<file path="src/rtl/cbe_pkg.sv">
`default_nettype none
package cbe_pkg;

  localparam int unsigned WORD_W          = 32;
  localparam int unsigned BLOCK_W         = 4 * WORD_W;
  localparam int unsigned CFG_INDEX_W     = 2;
  localparam int unsigned ROUND_COUNT_DEF = 8;

  // key register indexes
  localparam logic [CFG_INDEX_W-1:0] CFG_KEY_WORD0 = 2'd0;
  localparam logic [CFG_INDEX_W-1:0] CFG_KEY_WORD1 = 2'd1;
  localparam logic [CFG_INDEX_W-1:0] CFG_KEY_WORD2 = 2'd2;
  localparam logic [CFG_INDEX_W-1:0] CFG_KEY_WORD3 = 2'd3;

  typedef logic [WORD_W-1:0] word_t;

  typedef struct packed {
    word_t d;
    word_t c;
    word_t b;
    word_t a;
  } cstate_t;

  function automatic word_t rotl(input word_t x, input int unsigned n);
    rotl = (x << n) | (x >> (WORD_W - n));
  endfunction

  // first half of a round: one add per lane pair
  function automatic cstate_t half_round_first(input cstate_t s);
    cstate_t r;
    word_t   a_sum;
    word_t   c_sum;
    a_sum = s.a + s.b;
    c_sum = s.c + s.d;
    r.a   = rotl(a_sum, 16);
    r.b   = rotl(s.b, 5) ^ a_sum;
    r.c   = c_sum;
    r.d   = rotl(s.d, 8) ^ c_sum;
    return r;
  endfunction

  // second half of a round
  function automatic cstate_t half_round_second(input cstate_t s);
    cstate_t r;
    word_t   a_sum;
    word_t   c_sum;
    a_sum = s.a + s.d;
    c_sum = s.c + s.b;
    r.a   = a_sum;
    r.d   = rotl(s.d, 13) ^ a_sum;
    r.b   = rotl(s.b, 7) ^ c_sum;
    r.c   = rotl(c_sum, 16);
    return r;
  endfunction

endpackage
`default_nettype wire

</file>
<file path="src/rtl/cbe_round_stage.sv">
`default_nettype none
module cbe_round_stage #(
  parameter bit SECOND_HALF = 1'b0
) (
  input  wire logic            clk,
  input  wire logic            rst_n,
  input  wire logic            in_valid,
  output logic                 in_ready,
  input  wire cbe_pkg::cstate_t in_state,
  output logic                 out_valid,
  input  wire logic            out_ready,
  output cbe_pkg::cstate_t     out_state
);

  logic             valid_r;
  logic             valid_nxt;
  cbe_pkg::cstate_t state_r;
  cbe_pkg::cstate_t state_nxt;

  assign in_ready = !valid_r || out_ready;

  always_comb begin
    valid_nxt = valid_r;
    state_nxt = state_r;
    if (in_ready) begin
      valid_nxt = in_valid;
      if (SECOND_HALF) begin
        state_nxt = cbe_pkg::half_round_second(in_state);
      end else begin
        state_nxt = cbe_pkg::half_round_first(in_state);
      end
    end
  end

  always_ff @(posedge clk) begin
    if (!rst_n) begin
      valid_r <= 1'b0;
    end else begin
      valid_r <= valid_nxt;
    end
  end

  always_ff @(posedge clk) begin
    state_r <= state_nxt;
  end

  assign out_valid = valid_r;
  assign out_state = state_r;

endmodule
`default_nettype wire

</file>
<file path="src/rtl/cbe_round_pipe.sv">
`default_nettype none
module cbe_round_pipe #(
  parameter int unsigned ROUND_COUNT = cbe_pkg::ROUND_COUNT_DEF
) (
  input  wire logic             clk,
  input  wire logic             rst_n,
  input  wire logic             in_valid,
  output logic                  in_ready,
  input  wire cbe_pkg::cstate_t in_state,
  output logic                  out_valid,
  input  wire logic             out_ready,
  output cbe_pkg::cstate_t      out_state
);

  localparam int unsigned STAGES = 2 * ROUND_COUNT;

  logic             valid_s [0:STAGES];
  logic             ready_s [0:STAGES];
  cbe_pkg::cstate_t state_s [0:STAGES];

  assign valid_s[0] = in_valid;
  assign state_s[0] = in_state;
  assign in_ready   = ready_s[0];

  // even stages do the first half of a round, odd stages the second
  for (genvar i = 0; i < STAGES; i++) begin : g_stage
    cbe_round_stage #(
      .SECOND_HALF ((i % 2) == 1)
    ) u_stage (
      .clk       (clk),
      .rst_n     (rst_n),
      .in_valid  (valid_s[i]),
      .in_ready  (ready_s[i]),
      .in_state  (state_s[i]),
      .out_valid (valid_s[i+1]),
      .out_ready (ready_s[i+1]),
      .out_state (state_s[i+1])
    );
  end

  assign ready_s[STAGES] = out_ready;
  assign out_valid       = valid_s[STAGES];
  assign out_state       = state_s[STAGES];

endmodule
`default_nettype wire

</file>
<file path="src/rtl/chaskey_block_encrypt_unit.sv">
`default_nettype none
// Channel  | Direction | Handshake          | Payload
// in_      | sink      | in_tvalid/tready   | in_tdata: plaintext block, 4 x 32 bit
// out_     | source    | out_tvalid/tready  | out_tdata: ciphertext block, 4 x 32 bit
// cfg_     | sink      | cfg_valid/ready    | cfg_index, cfg_data: key word write
//
// The path holds one key-whitening register, one register per half
// round and one output whitening register. One item per cycle is
// sustained while out_tready is high; each half round is one 32-bit add deep.
// Reset (rst_n low, synchronous) clears all valid bits and the key to zero.
// A stall on out_tready holds each occupied stage; empty stages keep
// filling, so bubbles close up and nothing is lost or repeated.
// Key writes are always taken (cfg_ready high) and belong in idle time.
module chaskey_block_encrypt_unit #(
  parameter int unsigned ROUND_COUNT = cbe_pkg::ROUND_COUNT_DEF
) (
  input  wire logic                            clk,
  input  wire logic                            rst_n,
  // in_tdata, from bit 0 up: plain_word0, plain_word1, plain_word2, plain_word3
  input  wire logic                            in_tvalid,
  output logic                                 in_tready,
  input  wire logic [cbe_pkg::BLOCK_W-1:0]     in_tdata,
  // out_tdata, from bit 0 up: cipher_word0, cipher_word1, cipher_word2, cipher_word3
  output logic                                 out_tvalid,
  input  wire logic                            out_tready,
  output logic [cbe_pkg::BLOCK_W-1:0]          out_tdata,
  input  wire logic                            cfg_valid,
  output logic                                 cfg_ready,
  input  wire logic [cbe_pkg::CFG_INDEX_W-1:0] cfg_index,
  input  wire logic [cbe_pkg::WORD_W-1:0]      cfg_data
);

  // key registers
  cbe_pkg::word_t   key0_r, key1_r, key2_r, key3_r;
  cbe_pkg::word_t   key0_nxt, key1_nxt, key2_nxt, key3_nxt;

  // input whitening stage
  logic             wv_r, wv_nxt;
  cbe_pkg::cstate_t ws_r, ws_nxt;

  // round pipeline handshake
  logic             pipe_in_ready;
  logic             pipe_out_valid;
  logic             pipe_out_ready;
  cbe_pkg::cstate_t pipe_out_state;

  // output stage
  logic             ov_r, ov_nxt;
  cbe_pkg::cstate_t os_r, os_nxt;

  assign cfg_ready = 1'b1;

  always_comb begin
    key0_nxt = key0_r;
    key1_nxt = key1_r;
    key2_nxt = key2_r;
    key3_nxt = key3_r;
    if (cfg_valid) begin
      case (cfg_index)
        cbe_pkg::CFG_KEY_WORD0: key0_nxt = cfg_data;
        cbe_pkg::CFG_KEY_WORD1: key1_nxt = cfg_data;
        cbe_pkg::CFG_KEY_WORD2: key2_nxt = cfg_data;
        cbe_pkg::CFG_KEY_WORD3: key3_nxt = cfg_data;
        default: ;
      endcase
    end
  end

  assign in_tready = !wv_r || pipe_in_ready;

  always_comb begin
    wv_nxt = wv_r;
    ws_nxt = ws_r;
    if (in_tready) begin
      wv_nxt   = in_tvalid;
      ws_nxt.a = in_tdata[0*cbe_pkg::WORD_W +: cbe_pkg::WORD_W] ^ key0_r;
      ws_nxt.b = in_tdata[1*cbe_pkg::WORD_W +: cbe_pkg::WORD_W] ^ key1_r;
      ws_nxt.c = in_tdata[2*cbe_pkg::WORD_W +: cbe_pkg::WORD_W] ^ key2_r;
      ws_nxt.d = in_tdata[3*cbe_pkg::WORD_W +: cbe_pkg::WORD_W] ^ key3_r;
    end
  end

  cbe_round_pipe #(
    .ROUND_COUNT (ROUND_COUNT)
  ) u_rounds (
    .clk       (clk),
    .rst_n     (rst_n),
    .in_valid  (wv_r),
    .in_ready  (pipe_in_ready),
    .in_state  (ws_r),
    .out_valid (pipe_out_valid),
    .out_ready (pipe_out_ready),
    .out_state (pipe_out_state)
  );

  // final whitening goes straight into the output register
  assign pipe_out_ready = !ov_r || out_tready;

  always_comb begin
    ov_nxt = ov_r;
    os_nxt = os_r;
    if (pipe_out_ready) begin
      ov_nxt   = pipe_out_valid;
      os_nxt.a = pipe_out_state.a ^ key0_r;
      os_nxt.b = pipe_out_state.b ^ key1_r;
      os_nxt.c = pipe_out_state.c ^ key2_r;
      os_nxt.d = pipe_out_state.d ^ key3_r;
    end
  end

  always_ff @(posedge clk) begin
    if (!rst_n) begin
      key0_r <= '0;
      key1_r <= '0;
      key2_r <= '0;
      key3_r <= '0;
      wv_r   <= 1'b0;
      ov_r   <= 1'b0;
    end else begin
      key0_r <= key0_nxt;
      key1_r <= key1_nxt;
      key2_r <= key2_nxt;
      key3_r <= key3_nxt;
      wv_r   <= wv_nxt;
      ov_r   <= ov_nxt;
    end
  end

  always_ff @(posedge clk) begin
    ws_r <= ws_nxt;
    os_r <= os_nxt;
  end

  assign out_tvalid = ov_r;
  assign out_tdata  = {os_r.d, os_r.c, os_r.b, os_r.a};

endmodule
`default_nettype wire
</file>
<file path="config.mk">
export PLATFORM = sky130hd
export DESIGN_NAME = chaskey_block_encrypt_unit
export DESIGN_NICKNAME = d
export VERILOG_FILES = /design/src/rtl/cbe_pkg.sv /design/src/rtl/cbe_round_stage.sv /design/src/rtl/cbe_round_pipe.sv /design/src/rtl/chaskey_block_encrypt_unit.sv
export SDC_FILE = /design/constraint.sdc
export NUM_CORES = 2
export LEC_CHECK = 0
export BUFFER_PORTS_ARGS = -buffer_cell sky130_fd_sc_hd__clkbuf_2
export CELL_PAD_IN_SITES_DETAIL_PLACEMENT = 0
export CELL_PAD_IN_SITES_GLOBAL_PLACEMENT = 1
export CORE_MARGIN = 3
export CORE_UTILIZATION = 57
export CTS_CLUSTER_SIZE = 24
export DETAILED_ROUTE_END_ITERATION = 8
export PLACE_DENSITY = 0.92
export SETUP_SLACK_MARGIN = 0.02
export SYNTH_ARGS = -nofsm -noshare
export SYNTH_HDL_FRONTEND = slang
export SYNTH_HIERARCHICAL = 1
export SYNTH_SLANG_ARGS = --single-unit
</file>
<file path="constraint.sdc">
create_clock -name clk -period 141.6 [get_ports clk]
set_input_delay 0 -clock clk [delete_from_list [all_inputs] [get_ports clk]]
set_output_delay 0 -clock clk [all_outputs]
set_load 0.01 [all_outputs]
</file>
==> summary.txt <==
Global route
  – Initial antenna violation count: 63
  – Tot GR Track Use: 37.74%
  – M1 GR Usage: 52.56%
  – First-pass GRT wire length: 677400 um
  – Largest net degree at the start of global routing: 88
  – Most Crowded Layer GR: met2
  – Met3 usage: 11.71%
  – GR Util met2: 54.20%
  – Vias in the first global route: 94.58k
  – Global route overflow: 0

Clocking
  – H-tree Lvls: 5
  – Clock Latency Late Sink: 0.95 ns
  – Clock tree buffer depth: 4
  – CTS tree: yes
  – Number of setup buffers added after CTS: 0
  – Root Driver: clkbuf_16
  – TritonCTS Buffers: 278
  – Worst-path clk slew: 0.06 ns
  – Clock sinks: 2450

Timing
  – Clock skew: 0.07792 ns
  – Fin crit period: 15.20 ns
  – Setup TNS: 0 ns
  – Tcrit/Tclk final: 10.74%
  – PnR worst setup slack: 126.40 ns
  – Max-slew headroom: 25.55%
  – RSZ-0062 raised after global routing: false
  – Tightest Pin Transition: 1.110 ns
  – Final setup fails: 0
  – Max frequency: 0.06578 GHz
  – Final Max Slew Viols: 0
  – Final hold vios: 0

Worst setup path
  – Crit path kind: reg -> out
  – Startpoint Class: register
  – RR Endpoint: ws_r[6]
  – CP max FO: 73
  – WP data required: 141.60 ns
  – Crit path DAT: 15.20 ns
  – R2R depth: 19
  – Worst Setup End Kind: output pin
  – Worst R2R Setup Slack: 127.19 ns
  – CP Launch Point: out_tvalid
  – Reg2Reg Launch Point: out_tvalid

Placed design
  – Place WS: 127.31 ns
  – DPL Wire Length: 387700 um
  – Port Buffers: 296
  – RePlAce Congestion: 1.075

Routing
  – Routed len/inst: 31.58 um
  – Initial DRC Count: 15.01k
  – DRC viols: 0
  – Total length of routed wires: 488000 um
  – Final ANT Viol Nets: 0
  – DRT Pass-1 Iters: 8
  – DR vias: 102.2k
  – Via-per-instance ratio: 6.610

Min path
  – Hold Path Depth: 4
  – Endpoint with the worst hold slack: key2_r[31]
  – Hold Startpoint: cfg_data[31]
  – Worst min path class: in -> reg

Synthesis
  – Post-Syn Area: 140300 sq um
  – Synth warn: 6
  – Synth Register Bits: 2450
  – Synthesized net count: 12.55k
  – Top_reg_cell synth: edfxtp_1
  – Post-synth top area share: 49.32%
  – Synth cell count leaders: edfxtp_1 (2304), xor2_1 (1503), ha_1 (992)
  – EDFF count, synth: 2304
  – Sequential area share after synthesis: 51.40%
  – Gate count of the mapped netlist: 11.36k
  – Cell accounting for the most synthesized area: edfxtp_1
  – Netlist cell types: 112
  – Async set-reset flop share out of synthesis: 0%
  – Area contributors post-synth: edfxtp_1 (49%), xor2_1 (9.4%), ha_1 (8.8%)
  – Top-count cell post-synth: edfxtp_1
  – Syn avg cell area: 12.35 sq um

Status
  – Status: finished, final reports clean

Die
  – Initial core utilization: 57.47%
  – Die width: 502.1 um
  – # rows: 181
  – Area of the core: 244100 sq um
  – IO Pins: 298
  – Die height: 502.1 um
  – Die ar.: 252100 sq um

Cells and area
  – Layout cells sized above 1: 9.419%
  – Layout Area Growth over Synthesis: 12.01%
  – Post-layout util: 64.37%
  – Nets: 13.21k

Flow run
  – Max_cap viols: 0
-- flip-flops by register name, summed over array words and instances (netlist names) --
name                                flops
out_tvalid                              1
u_rounds/g_stage.u_stage/out_valid     16
u_rounds/g_stage.u_stage/out_state   2048
wv_r                                    1
out_tdata                             128
key3_r                                 32
key0_r                                 32
key1_r                                 32
ws_r                                  128
key2_r                                 32
-- layer usage --
layer,share of wire (%),wire [um]
met5,0.17,810
met3,14,68010
met4,5.5,26900
met1,39,189200
met2,42,203000
-- per-stage QoR --
| step | hold WS, ns | cell area (sq um) | cells |
|---|---|---|---|
| 6_report | 0.05273 | 157100 | 15450 |
| 5_1_grt | 0.01697 | 157100 | 15440 |
| 4_1_cts | 0.0003805 | 157100 | 15420 |
| 3_5_place_dp | 0.3138 | 145000 | 14650 |
| 3_3_place_gp | 0.3234 | 145000 | 14650 |
| 2_1_floorplan | 0.1388 | 140300 | 11360 |
-- logic make-up (layout without fill, tap and decap cells) --
logic type      count (synthesis)  in the layout  synth area share, %
mux                           132            132               0.9418
compound gates               2874           2874                14.53
buf+inv                       421           1285                1.288
flops                        2450           2450                51.40
fa+ha+maj                    1024           1024                9.304
simple gates                 2205           2205                7.601
other cells                     1             32             0.002673
xor+xnor                     2249           2249                14.94
-- what timing repair did --
action / in CTS / in global routing
gates resized for setup: 0 / 0
endpoints found under the hold margin: 310 / 0
hold buffers: 288 / 0
-- layout by cell type (no fill, tap or decap), types with 114 or more instances in the layout --
cell | netlist | final
a21o_1 | 436 | 436
a21oi_1 | 938 | 938
clkbuf_16 | 0 | 284
clkbuf_2 | 1 | 295
dfxtp_1 | 146 | 146
dlygate4sd3_1 | 0 | 288
edfxtp_1 | 2304 | 2304
ha_1 | 992 | 992
inv_1 | 189 | 189
mux2i_1 | 132 | 132
nand2_1 | 724 | 724
nand3_1 | 225 | 225
nand4_1 | 114 | 114
nor2_1 | 494 | 494
o21ai_0 | 348 | 348
xnor2_1 | 640 | 640
xor2_1 | 1503 | 1503
-- worst max-delay path: stages, from the launching register on --
cell      delay (ns)
dfxtp_1         0.33
nand2b_4        0.08
nand2b_4        0.64
nand2b_4        0.74
nand2b_4        0.66
nand2b_4        0.68
nand2b_4        0.88
nand2b_4        0.75
nand2b_4        0.75
nand2b_4        0.63
nand2b_4        0.75
nand2b_4        0.70
nand2b_4        0.87
nand2b_4        0.80
nand2b_4        0.66
nand2b_4        0.63
nand2b_4        0.73
nand2b_4        0.66
nand2b_4        0.94
buf_4           0.74
clkbuf_2        0.27
-- worst max-delay path by stage --
| stage | depth (start not counted) | slack (ns) | to |
|---|---|---|---|
| 2_1_floorplan | 19 | 81.96 | wv_r |
| 5_1_grt | 20 | 125.38 | in_tready |
| 6_report | 20 | 126.40 | in_tready |
| 3_3_place_gp | 19 | 127.92 | ws_r[16] |
| 4_1_cts | 20 | 126.43 | in_tready |
| 3_5_place_dp | 19 | 127.31 | ws_r[18] |
-- layout make-up --
type	instances	area [sq um]
Tap cell	3202	4006
Antenna cell	31	77.57
Sequential cell	2450	72110
Clock inverter	152	1708
Inverter	194	728.2
Clock buffer	329	7426
Timing Repair Buffer	610	4566
Fill cell	18010	86990
Multi-Input combinational cell	8485	66520
Power is left out: the tool's default activity adds up to more than one toggle a clock period on the data nets, which glitch-free logic cannot reach.
